`src/rtl/core/rgb_to_hsl_converter_macros.svh`:
```
// assertion macros for the rgb to hsl converter
`ifndef RGB_TO_HSL_CONVERTER_MACROS_SVH
`define RGB_TO_HSL_CONVERTER_MACROS_SVH

// same-cycle implication, checked outside reset
`define RHSL_ASSERT_NOW(label, ante, cons, msg) \
    label: assert property (@(posedge i_clk) disable iff (!i_rst_n) (ante) |-> (cons)) \
        else $error(msg);

// next-cycle implication, checked outside reset
`define RHSL_ASSERT_NEXT(label, ante, cons, msg) \
    label: assert property (@(posedge i_clk) disable iff (!i_rst_n) (ante) |=> (cons)) \
        else $error(msg);

`endif

```
`src/rtl/core/rhsl_pkg.sv`:
```
// shared types and constants of the rgb to hsl converter
package rhsl_pkg;

    localparam int HUE_Q_W   = 12;
    localparam int DIV_STEPS = 16;

    localparam logic [14:0] HUE_OFS_RED   = 15'd0;
    localparam logic [14:0] HUE_OFS_GREEN = 15'd7680;
    localparam logic [14:0] HUE_OFS_BLUE  = 15'd15360;
    localparam logic [14:0] HUE_TURN      = 15'd23040;
    localparam logic [15:0] SAT_ONE       = 16'd32768;

    typedef enum logic [1:0] {
        SEC_RED,
        SEC_GREEN,
        SEC_BLUE
    } t_sector;

    typedef struct packed {
        logic [19:0] hue_num;
        logic [7:0]  hue_den;
        logic [22:0] sat_num;
        logic [7:0]  sat_den;
        logic        neg;
        t_sector     sector;
        logic        achrom;
        logic [8:0]  sum;
    } t_front;

    typedef struct packed {
        logic [15:0] hue_q;
        logic [15:0] sat_q;
        logic        neg;
        t_sector     sector;
        logic        achrom;
        logic [8:0]  sum;
    } t_div_out;

endpackage

```
`src/rtl/core/rhsl_front.sv`:
```
// input stage: max, min, sector choice and divider operands
module rhsl_front (
    input  logic              i_clk,
    input  logic              i_rst_n,
    input  logic              i_en,
    input  logic              i_valid,
    input  logic [7:0]        i_red,
    input  logic [7:0]        i_green,
    input  logic [7:0]        i_blue,
    output logic              o_valid,
    output rhsl_pkg::t_front  o_data
);
    import rhsl_pkg::*;

    logic       r_valid;
    t_front     r_data;
    t_front     n_data;
    logic [7:0] hi;
    logic [7:0] lo;
    logic [7:0] chroma;
    logic [8:0] diff;
    logic [7:0] mag;
    logic [8:0] sum;
    logic [8:0] den_full;
    t_sector    sector;

    always_comb begin
        if (i_red >= i_green && i_red >= i_blue) begin
            sector = SEC_RED;
            hi     = i_red;
            diff   = {1'b0, i_green} - {1'b0, i_blue};
        end else if (i_green >= i_blue) begin
            sector = SEC_GREEN;
            hi     = i_green;
            diff   = {1'b0, i_blue} - {1'b0, i_red};
        end else begin
            sector = SEC_BLUE;
            hi     = i_blue;
            diff   = {1'b0, i_red} - {1'b0, i_green};
        end
        if (i_red <= i_green && i_red <= i_blue) begin
            lo = i_red;
        end else if (i_green <= i_blue) begin
            lo = i_green;
        end else begin
            lo = i_blue;
        end
        chroma   = hi - lo;
        mag      = diff[8] ? 8'(-diff) : diff[7:0];
        sum      = {1'b0, hi} + {1'b0, lo};
        den_full = (sum >= 9'd255) ? (9'd510 - sum) : sum;

        n_data.hue_num = {mag, 12'b0} - {4'b0, mag, 8'b0};
        n_data.hue_den = chroma;
        n_data.sat_num = {chroma, 15'b0};
        n_data.sat_den = den_full[7:0];
        n_data.neg     = diff[8];
        n_data.sector  = sector;
        n_data.achrom  = (chroma == 8'd0);
        n_data.sum     = sum;
    end

    always_ff @(posedge i_clk) begin
        if (!i_rst_n) begin
            r_valid <= 1'b0;
        end else if (i_en) begin
            r_valid <= i_valid;
        end
    end

    always_ff @(posedge i_clk) begin
        if (i_en) begin
            r_data <= n_data;
        end
    end

    assign o_valid = r_valid;
    assign o_data  = r_data;

endmodule

```
`src/rtl/core/rhsl_div.sv`:
```
// pipelined restoring dividers for hue and saturation, one quotient bit per stage
module rhsl_div (
    input  logic                i_clk,
    input  logic                i_rst_n,
    input  logic                i_en,
    input  logic                i_valid,
    input  rhsl_pkg::t_front    i_data,
    output logic                o_valid,
    output rhsl_pkg::t_div_out  o_data
);
    import rhsl_pkg::*;

    typedef struct packed {
        logic [7:0]  rem;
        logic [15:0] lo;
        logic [15:0] q;
    } t_lane;

    typedef struct packed {
        t_lane      hue;
        t_lane      sat;
        logic [7:0] hue_den;
        logic [7:0] sat_den;
        logic       neg;
        t_sector    sector;
        logic       achrom;
        logic [8:0] sum;
    } t_stage;

    function automatic t_lane div_step(t_lane a, logic [7:0] den);
        t_lane      res;
        logic [8:0] t;
        logic       ge;
        t       = {a.rem, a.lo[15]};
        ge      = (t >= {1'b0, den});
        res.rem = ge ? 8'(t - {1'b0, den}) : t[7:0];
        res.lo  = {a.lo[14:0], 1'b0};
        res.q   = {a.q[14:0], ge};
        return res;
    endfunction

    logic   r_valid [DIV_STEPS];
    t_stage r_stg   [DIV_STEPS];
    t_stage n_stg   [DIV_STEPS];
    t_stage first;

    always_comb begin
        first.hue.rem = {4'b0, i_data.hue_num[19:16]};
        first.hue.lo  = i_data.hue_num[15:0];
        first.hue.q   = '0;
        first.sat.rem = {1'b0, i_data.sat_num[22:16]};
        first.sat.lo  = i_data.sat_num[15:0];
        first.sat.q   = '0;
        first.hue_den = i_data.hue_den;
        first.sat_den = i_data.sat_den;
        first.neg     = i_data.neg;
        first.sector  = i_data.sector;
        first.achrom  = i_data.achrom;
        first.sum     = i_data.sum;
    end

    always_comb begin
        n_stg[0] = first;
        for (int k = 1; k < DIV_STEPS; k++) begin
            n_stg[k] = r_stg[k-1];
        end
        for (int k = 0; k < DIV_STEPS; k++) begin
            n_stg[k].hue = div_step(n_stg[k].hue, n_stg[k].hue_den);
            n_stg[k].sat = div_step(n_stg[k].sat, n_stg[k].sat_den);
        end
    end

    always_ff @(posedge i_clk) begin
        if (!i_rst_n) begin
            for (int k = 0; k < DIV_STEPS; k++) begin
                r_valid[k] <= 1'b0;
            end
        end else if (i_en) begin
            r_valid[0] <= i_valid;
            for (int k = 1; k < DIV_STEPS; k++) begin
                r_valid[k] <= r_valid[k-1];
            end
        end
    end

    always_ff @(posedge i_clk) begin
        if (i_en) begin
            for (int k = 0; k < DIV_STEPS; k++) begin
                r_stg[k] <= n_stg[k];
            end
        end
    end

    assign o_valid       = r_valid[DIV_STEPS-1];
    assign o_data.hue_q  = r_stg[DIV_STEPS-1].hue.q;
    assign o_data.sat_q  = r_stg[DIV_STEPS-1].sat.q;
    assign o_data.neg    = r_stg[DIV_STEPS-1].neg;
    assign o_data.sector = r_stg[DIV_STEPS-1].sector;
    assign o_data.achrom = r_stg[DIV_STEPS-1].achrom;
    assign o_data.sum    = r_stg[DIV_STEPS-1].sum;

endmodule

```
`src/rtl/core/rhsl_back.sv`:
```
// hue sector offset and wrap, output register with skid stage
module rhsl_back (
    input  logic                i_clk,
    input  logic                i_rst_n,
    input  logic                i_valid,
    input  rhsl_pkg::t_div_out  i_data,
    input  logic                i_out_stall,
    output logic                o_en,
    output logic                o_out_valid,
    output logic [14:0]         o_hue,
    output logic [15:0]         o_saturation,
    output logic [8:0]          o_lightness_twice,
    output logic                o_achromatic
);
    import rhsl_pkg::*;

    typedef struct packed {
        logic [14:0] hue;
        logic [15:0] sat;
        logic [8:0]  lt;
        logic        achrom;
    } t_result;

    t_result             res;
    t_result             r_out;
    t_result             r_skid;
    logic                r_out_valid;
    logic                r_skid_valid;
    logic                en;
    logic                take;
    logic                in_item;
    logic [14:0]         offset;
    logic [14:0]         base;
    logic [HUE_Q_W-1:0]  q;

    always_comb begin
        case (i_data.sector)
            SEC_RED:   offset = HUE_OFS_RED;
            SEC_GREEN: offset = HUE_OFS_GREEN;
            SEC_BLUE:  offset = HUE_OFS_BLUE;
            default:   offset = HUE_OFS_RED;
        endcase
        q    = i_data.hue_q[HUE_Q_W-1:0];
        base = (i_data.sector == SEC_RED) ? HUE_TURN : offset;
        if (i_data.achrom) begin
            res.hue = '0;
            res.sat = '0;
        end else begin
            res.hue = i_data.neg ? (base - 15'(q)) : (offset + 15'(q));
            res.sat = i_data.sat_q;
        end
        res.lt     = i_data.sum;
        res.achrom = i_data.achrom;
    end

    assign en      = !r_skid_valid;
    assign take    = r_out_valid && !i_out_stall;
    assign in_item = en && i_valid;

    always_ff @(posedge i_clk) begin
        if (!i_rst_n) begin
            r_out_valid  <= 1'b0;
            r_skid_valid <= 1'b0;
        end else if (!r_out_valid || take) begin
            r_out_valid  <= r_skid_valid || in_item;
            r_skid_valid <= 1'b0;
        end else if (in_item) begin
            r_skid_valid <= 1'b1;
        end
    end

    always_ff @(posedge i_clk) begin
        if (!r_out_valid || take) begin
            r_out <= r_skid_valid ? r_skid : res;
        end
        if (r_out_valid && !take && in_item) begin
            r_skid <= res;
        end
    end

    assign o_en              = en;
    assign o_out_valid       = r_out_valid;
    assign o_hue             = r_out.hue;
    assign o_saturation      = r_out.sat;
    assign o_lightness_twice = r_out.lt;
    assign o_achromatic      = r_out.achrom;

endmodule

```
`src/rtl/core/rgb_to_hsl_converter.sv`:
```
// top level of the rgb to hsl converter
// an accepted item passes the front register and the 16 divider stages on to the output register
// throughput: one item per cycle while input stall is low; both dividers take one quotient bit per stage over 16 stages
// a result waiting at the output is covered by one skid entry before input stall rises
// reset (synchronous, active low) clears all valid bits; data registers are not reset
module rgb_to_hsl_converter (
    input  logic        i_clk,
    input  logic        i_rst_n,
    input  logic        i_in_valid,
    output logic        o_in_stall,
    input  logic [7:0]  i_red,
    input  logic [7:0]  i_green,
    input  logic [7:0]  i_blue,
    output logic        o_out_valid,
    input  logic        i_out_stall,
    output logic [14:0] o_hue,
    output logic [15:0] o_saturation,
    output logic [8:0]  o_lightness_twice,
    output logic        o_achromatic
);
    import rhsl_pkg::*;

    `include "rgb_to_hsl_converter_macros.svh"

    logic     en;
    logic     front_valid;
    t_front   front_data;
    logic     div_valid;
    t_div_out div_data;

    rhsl_front u_front (
        .i_clk   (i_clk),
        .i_rst_n (i_rst_n),
        .i_en    (en),
        .i_valid (i_in_valid),
        .i_red   (i_red),
        .i_green (i_green),
        .i_blue  (i_blue),
        .o_valid (front_valid),
        .o_data  (front_data)
    );

    rhsl_div u_div (
        .i_clk   (i_clk),
        .i_rst_n (i_rst_n),
        .i_en    (en),
        .i_valid (front_valid),
        .i_data  (front_data),
        .o_valid (div_valid),
        .o_data  (div_data)
    );

    rhsl_back u_back (
        .i_clk             (i_clk),
        .i_rst_n           (i_rst_n),
        .i_valid           (div_valid),
        .i_data            (div_data),
        .i_out_stall       (i_out_stall),
        .o_en              (en),
        .o_out_valid       (o_out_valid),
        .o_hue             (o_hue),
        .o_saturation      (o_saturation),
        .o_lightness_twice (o_lightness_twice),
        .o_achromatic      (o_achromatic)
    );

    assign o_in_stall = !en;

    `RHSL_ASSERT_NOW(a_achrom_zero, o_out_valid && o_achromatic, o_hue == 15'd0 && o_saturation == 16'd0, "achromatic item with nonzero hue or saturation")
    `RHSL_ASSERT_NOW(a_hue_range, o_out_valid, o_hue < HUE_TURN, "hue out of range")
    `RHSL_ASSERT_NOW(a_sat_range, o_out_valid && !o_achromatic, o_saturation != 16'd0 && o_saturation <= SAT_ONE, "saturation out of range")
    `RHSL_ASSERT_NOW(a_skid_fill, $rose(o_in_stall), $past(o_out_valid && i_out_stall), "skid filled without output stall")

endmodule
```
`config.mk`:
```
export PLATFORM = sky130hd
export DESIGN_NAME = rgb_to_hsl_converter
export DESIGN_NICKNAME = d
export VERILOG_FILES = /design/src/rtl/core/rhsl_pkg.sv /design/src/rtl/core/rhsl_front.sv /design/src/rtl/core/rhsl_div.sv /design/src/rtl/core/rhsl_back.sv /design/src/rtl/core/rgb_to_hsl_converter.sv
export VERILOG_INCLUDE_DIRS = /design/src /design/src/rtl/core
export SDC_FILE = /design/constraint.sdc
export NUM_CORES = 2
export LEC_CHECK = 0
export BUFFER_PORTS_ARGS = -buffer_cell sky130_fd_sc_hd__buf_4
export CAP_MARGIN = 20
export CORE_AREA = 2 2 349 351
export CTS_CLUSTER_DIAMETER = 40
export DETAILED_ROUTE_END_ITERATION = 8
export DIE_AREA = 0 0 351 353
export PLACE_DENSITY_LB_ADDON = 0.08
export SLEW_MARGIN = 0
export SYNTH_ARGS = -nofsm -noshare
export SYNTH_HDL_FRONTEND = slang
export SYNTH_SLANG_ARGS = --single-unit
```
`constraint.sdc`:
```
create_clock -name i_clk -period 87.8 [get_ports i_clk]
set_input_delay 8.78 -clock i_clk [delete_from_list [all_inputs] [get_ports i_clk]]
set_output_delay 8.78 -clock i_clk [all_outputs]
set_load 0.02 [all_outputs]
```
* After elaboration in Yosys (flattened, before gate mapping) *
Memories as Yosys holds them, arrays and structs flattened.
Index checks and enable logic that the tools add are counted.
Widths: inputs -> output; s select.

operators by class
  add/sub/neg operators = 42
  order comparisons = 39
  equal/unequal tests = 2
  muxes and demuxes = 66
  bitwise operators = 17
  reduce and logical (&&, ||, !) cells = 15

operators by type and width
  operator             number
  $mux 8               38
  $ge 9x8->1           30
  $sub 8x8->8          32
  $mux 41              1
  $ge 8x8->1           4
  $mux 31              1
  $mux 15              2
  $pmux 14 s2          1
  $sub 8x8->9          3
  $le 8x8->1           3
  $mux 1               20
  $sub 20x16->20       1
  $mux 9               2
  $or 1x1->1           16
  $add 14x12->15       1
  $sub 15x12->15       1
  $add 8x8->9          1
  $ge 9x8->1 const B   1
  $ge 5x8->1           1
  $logic_not 8->1      1
  $neg 8->8            1
  $sub 5x8->8          1
  $sub 8x8->8 const A  1
  $logic_and 1x1->1    6
  other kinds (8)      12

word-level totals
  bits in registers = 134
  memory bits (writable) = 1,728
  input port bits = 28
  output and inout bits = 43
  logic and storage cells = 201
  memories kept = 2

memory list
  name           words  width  rd ports  clocked after Yosys merged registers in  write ports  line            RTL
  u_div.r_stg    16     107    16        0                                        16           rhsl_div.sv:43  t_stage r_stg [DIV_STEPS];
  u_div.r_valid  16     1      16        0                                        16           rhsl_div.sv:42  logic r_valid [DIV_STEPS];

* Logic depth before layout (Yosys ltp) *
An unclocked memory read counts as a cell.

  word-level depth = 8
  mapped depth = 26
  depth with buffers taken out = 25

* Hierarchy *
From an unflattened synthesis, not the netlist that was laid out.

second synthesis, totals
  cell total of the unflattened synthesis = 4,167
  area, all modules = 59,492.1 sq um

by module, submodules not included
  module                instances  cells an instance  area each (sq um)  sequential area each (sq um)
  rhsl_div              1          3,299              50,532.2           36,505.0
  rhsl_front            1          580                5,011.1            1,191.1
  rhsl_back             1          287                3,945.0            2,502.4
  rgb_to_hsl_converter  1          1                  3.8                0.0

* Worst setup path after synthesis *
OpenSTA, ideal clock, no wires.

  path kind = register -> register
  start = register u_back.r_skid_valid
  end = register u_back.r_out, in the netlist u_back.o_hue[11] (data pin)
  setup time = 294 ps
  arrival time = 29,507 ps
  required time = 87,506 ps
  setup slack = 57,999 ps
  stages on the path, launching flop included = 5
  path buffers = 2
  clock period less this slack = 29,801 ps
  path through = dfxtp_1 > clkbuf_1 > inv_1 > clkbuf_1 > mux2_2

between the ends
  word-level cells in the longest chain between the ends = 1

RTL lines
  element                 line             RTL
  start, declared         rhsl_back.sv:28  logic r_skid_valid;
  start signal, assigned  rhsl_back.sv:63  r_skid_valid <= 1'b0;
  start signal, assigned  rhsl_back.sv:66  r_skid_valid <= 1'b0;
  start signal, assigned  rhsl_back.sv:68  r_skid_valid <= 1'b1;
  $mux 41                 rhsl_back.sv:74  r_out <= r_skid_valid ? r_skid : res;
  end signal, assigned    rhsl_back.sv:74
  end, declared           rhsl_back.sv:25  t_result r_out;

Every way passes these cells.
A chain may end at the register's enable or synchronous reset.

==> results.md <==
* Outcome: finished clean
* Die area at 124,000 um2
* Io pins at 71
* I/O Buffers at 70
* TritonCTS clock tree: built
* Flops & latches, synth at 1,040
* Syn. warnings at 0
* Syn_nets at 3,969
* Register Area at 31,200 um2
* FF-to-FF End: u_div.r_stg[0][169]
* CTS Hold Buffers Added at 0
* CP max-delay cell: nor2_1
* Total CTS buffers at 161
* DRC Markers at 0
* Die width at 351 um
* Setup Crit Path Kind: primary input to flop
* Synth area leader: edfxtp_1
* Total GRT Usage at 13.2%
* Worst-Skew Late Latency at 0.75 ns
* Clock slew at reported path FFs at 0.06 ns
* Crit-path cells: buf_4 -> inv_1 -> ha_1 -> a21o_1 -> a221o_1 -> a21oi_1 -> a41oi_1 -> nor2_1 -> o21ai_0 -> ha_1 -> fa_1 -> a21oi_1 -> nor2_1 -> nor2_1 -> xnor2_1 -> nand2_1 -> or2_1 -> nor2b_1 -> o31ai_1 -> o21ai_0 -> xnor2_1
* Number of synthesized flops with an enable pin at 1,036
* Syn_area_per_cell at 13.3 um2
* Total power at 2410 uW
* Most common cell in the synthesized netlist: edfxtp_1
* Hold path startpoint: u_div.r_stg[0][818]
* Worst EP arrival at 14.15 ns
* Number of global-route vias before repair at 27,100
* Synth top area cells: edfxtp_1 (65%), ha_1 (8.1%), inv_1 (3.8%), o21ai_0 (3.3%), nand2_1 (2.3%)
* Finish-stage setup viols at 0
* Cell area after synthesis at 47,800 um2
* Min-Delay Path Class: flop to flop
* Area of the multi-input gates at 14,600 um2
* Vias per inst at 4.74
* Max-slew headroom at 34.2%
* Via count at 26,300
* Final nets at 4,164
* CP endpoint kind: flop
* Max Cap Viol at 0
* Gp weighted congestion at 0.826
* Longest Clk Path Bufs at 3
* Delay-heaviest family, CP: compound AO/OA/AOI/OAI gates
* R2R Setup Slk at 81.49 ns
* Initial antenna violation count at 0
* Placed insts at 5,251
* Worst r2r src: u_back.r_skid_valid
* Root buffer cell: clkbuf_16
* DR WL/cell at 14.4 um
* Total congestion overflow at 0
* Fin crit period at 13.66 ns
* Max FO, Critical Path at 16
* Largest net degree at the start of global routing at 183
* Share of cells above drive strength 1 at 10.6%
* Clock Skews at 0.0306 ns
* DR iter-0 viols at 1,365
* Fin cells at 5,552
* Yosys top cell area share at 65.1%
* Worst Hold Depth at 0
* ANT nets after route at 0
* Total Wirelength at 79,700 um
* Final Max Slew Viols at 0
* Antenna diode count at 0
* Worst-case hold path end point: u_div.r_stg[1][70]
* Synth Instances at 3,594
* CP max stage delay at 0.76 ns
* Clk sinks at 1,040
* Critical path buffers and inverters at 2
* Fillers at 11,000
* Power Density at 43.3 nW/um2
* Sequential share of the synthesized area at 65.3%
* Final hold violation count at 0
* Starting Density at 39.6%
* Core footprint at 121,000 um2
* Highest Clock Rate at 0.0732 GHz
* Post-synth top cells: edfxtp_1 (1,036), inv_1 (478), o21ai_0 (317)
* Startpoint types: primary input
* Post-CTS Resized at 0
* Critical Path RT at 88.29 ns
* Site Rows at 128
* Most used flip-flop cell after synthesis: edfxtp_1
* Hold slack at 0.392 ns
* Setup Buffers After CTS at 0
* CP most frequent cell: nor2_1
* Peak VDD IR at 0.0206 mV
* H-tree depth at 4
* Tightest Pin Transition at 0.985 ns
* RSZ-0062 raised after global routing: false
* Fin Setup TNS at 0 ns
* Leak at 0.0228 uW
* Async set or reset register ratio after synthesis at 0%
* DP HPWL at 54,900 um
* FF-to-FF path depth at 8
* Die Ht at 353 um
* Final period util at 15.6%
* First-pass detailed-route iteration total at 5
* Yosys cell types at 77
* First-pass GRT wire length at 132,000 um
* Layout area overhead at 16.7%
==> layout by cell type (no fill, tap or decap), types with 18 or more instances in the layout <==
| master | n |
|---|---|
| mux2_2 | 33 |
| clkinvlp_4 | 20 |
| buf_4 | 87 |
| clkbuf_16 | 166 |
| nor2b_1 | 97 |
| xor2_1 | 86 |
| edfxtp_1 | 1036 |
| inv_1 | 477 |
| a21o_1 | 40 |
| o21ai_0 | 317 |
| o21bai_1 | 30 |
| or4_1 | 27 |
| a21oi_1 | 120 |
| nand3_1 | 30 |
| and3_1 | 22 |
| xnor2_1 | 70 |
| clkbuf_1 | 20 |
| nand2_1 | 287 |
| o31ai_1 | 74 |
| ha_1 | 311 |
| and2_1 | 18 |
| nand4_1 | 37 |
| nand2b_1 | 27 |
| inv_6 | 22 |
| nor2_1 | 169 |
| fa_1 | 36 |
| a21boi_0 | 41 |
| o211a_1 | 25 |
==> state kept, by name (all words and copies together), names as in the netlist <==
register / flops
u_back.o_lightness_twice: 9
u_div.r_stg: 900
u_div.r_valid: 16
u_back.o_saturation: 16
u_front.o_valid: 1
u_front.o_data: 39
u_back.o_out_valid: 1
u_back.r_skid: 41
u_back.o_hue: 15
u_back.r_skid_valid: 1
u_back.o_achromatic: 1
==> layout make-up <==
type / instances / area share, %
Tap cell: 1625 / 3.65
Sequential cell: 1040 / 56.0
Multi-Input combinational cell: 2019 / 26.1
Inverter: 479 / 3.24
Timing Repair Buffer: 88 / 1.21
Clock inverter: 115 / 2.22
Clock buffer: 186 / 7.59
==> report_power, final <==
part           switching, uW  leakage [uW]  internal, uW  total, uW
clock network            234       0.00261           395        629
registers                101        0.0109           875        976
logic                    454       0.00927           352        806
total                    789        0.0228          1620       2410
==> kinds of logic after synthesis <==
family                   synth area share [%]
flip-flops                               65.3
AND/OR/NAND/NOR                          7.63
AO/OA/AOI/OAI                            9.13
buffers and inverters                    4.23
adder cells (fa/ha/maj)                  9.66
XOR/XNOR                                 2.86
multiplexers                             1.20
==> worst max-delay path by stage <==
stage / from / endpoint / slack, ns / depth (start not counted)
finish: i_green[4] / u_front.o_data[20] / 74.14 / 21
global route: i_blue[1] / u_front.o_data[20] / 73.61 / 26
CTS: i_green[4] / u_front.o_data[20] / 74.19 / 22
detailed placement: i_green[4] / u_front.o_data[20] / 73.35 / 22
global placement: i_green[4] / u_front.o_data[20] / 73.36 / 22
floorplan: u_back.r_skid_valid / u_back.o_hue[11] / 58.00 / 4
==> metrics by stage <==
stage               util, %  setup WS [ns]  area [um2]
CTS                    46.2          74.19       55700
detailed placement     41.7          73.35       50300
global route           46.2          73.61       55700
floorplan                 -          58.00       47800
global placement       41.7          73.36       50300
finish                 46.2          74.14       55700
==> layer usage <==
metal | routed length (um) | vias to the layer above | global-route usage [%]
li1 | - | 13400 | -
met1 | 31500 | 12500 | 14.3
met2 | 42300 | 325 | 24.3
met3 | 3160 | 194 | 3.27
met4 | 2790 | 0 | 5.82
met5 | 0 | - | 0
==> worst reg2reg max path: stages (launching register included) <==
cell and delay [ns]:
dfxtp_2 0.32, buf_4 0.30, inv_8 0.61, buf_4 0.78, buf_4 0.82, buf_4 0.79, buf_4 0.68, buf_4 0.73
buf_12 0.70
No activity file was read; power rests on OpenSTA's default activity.
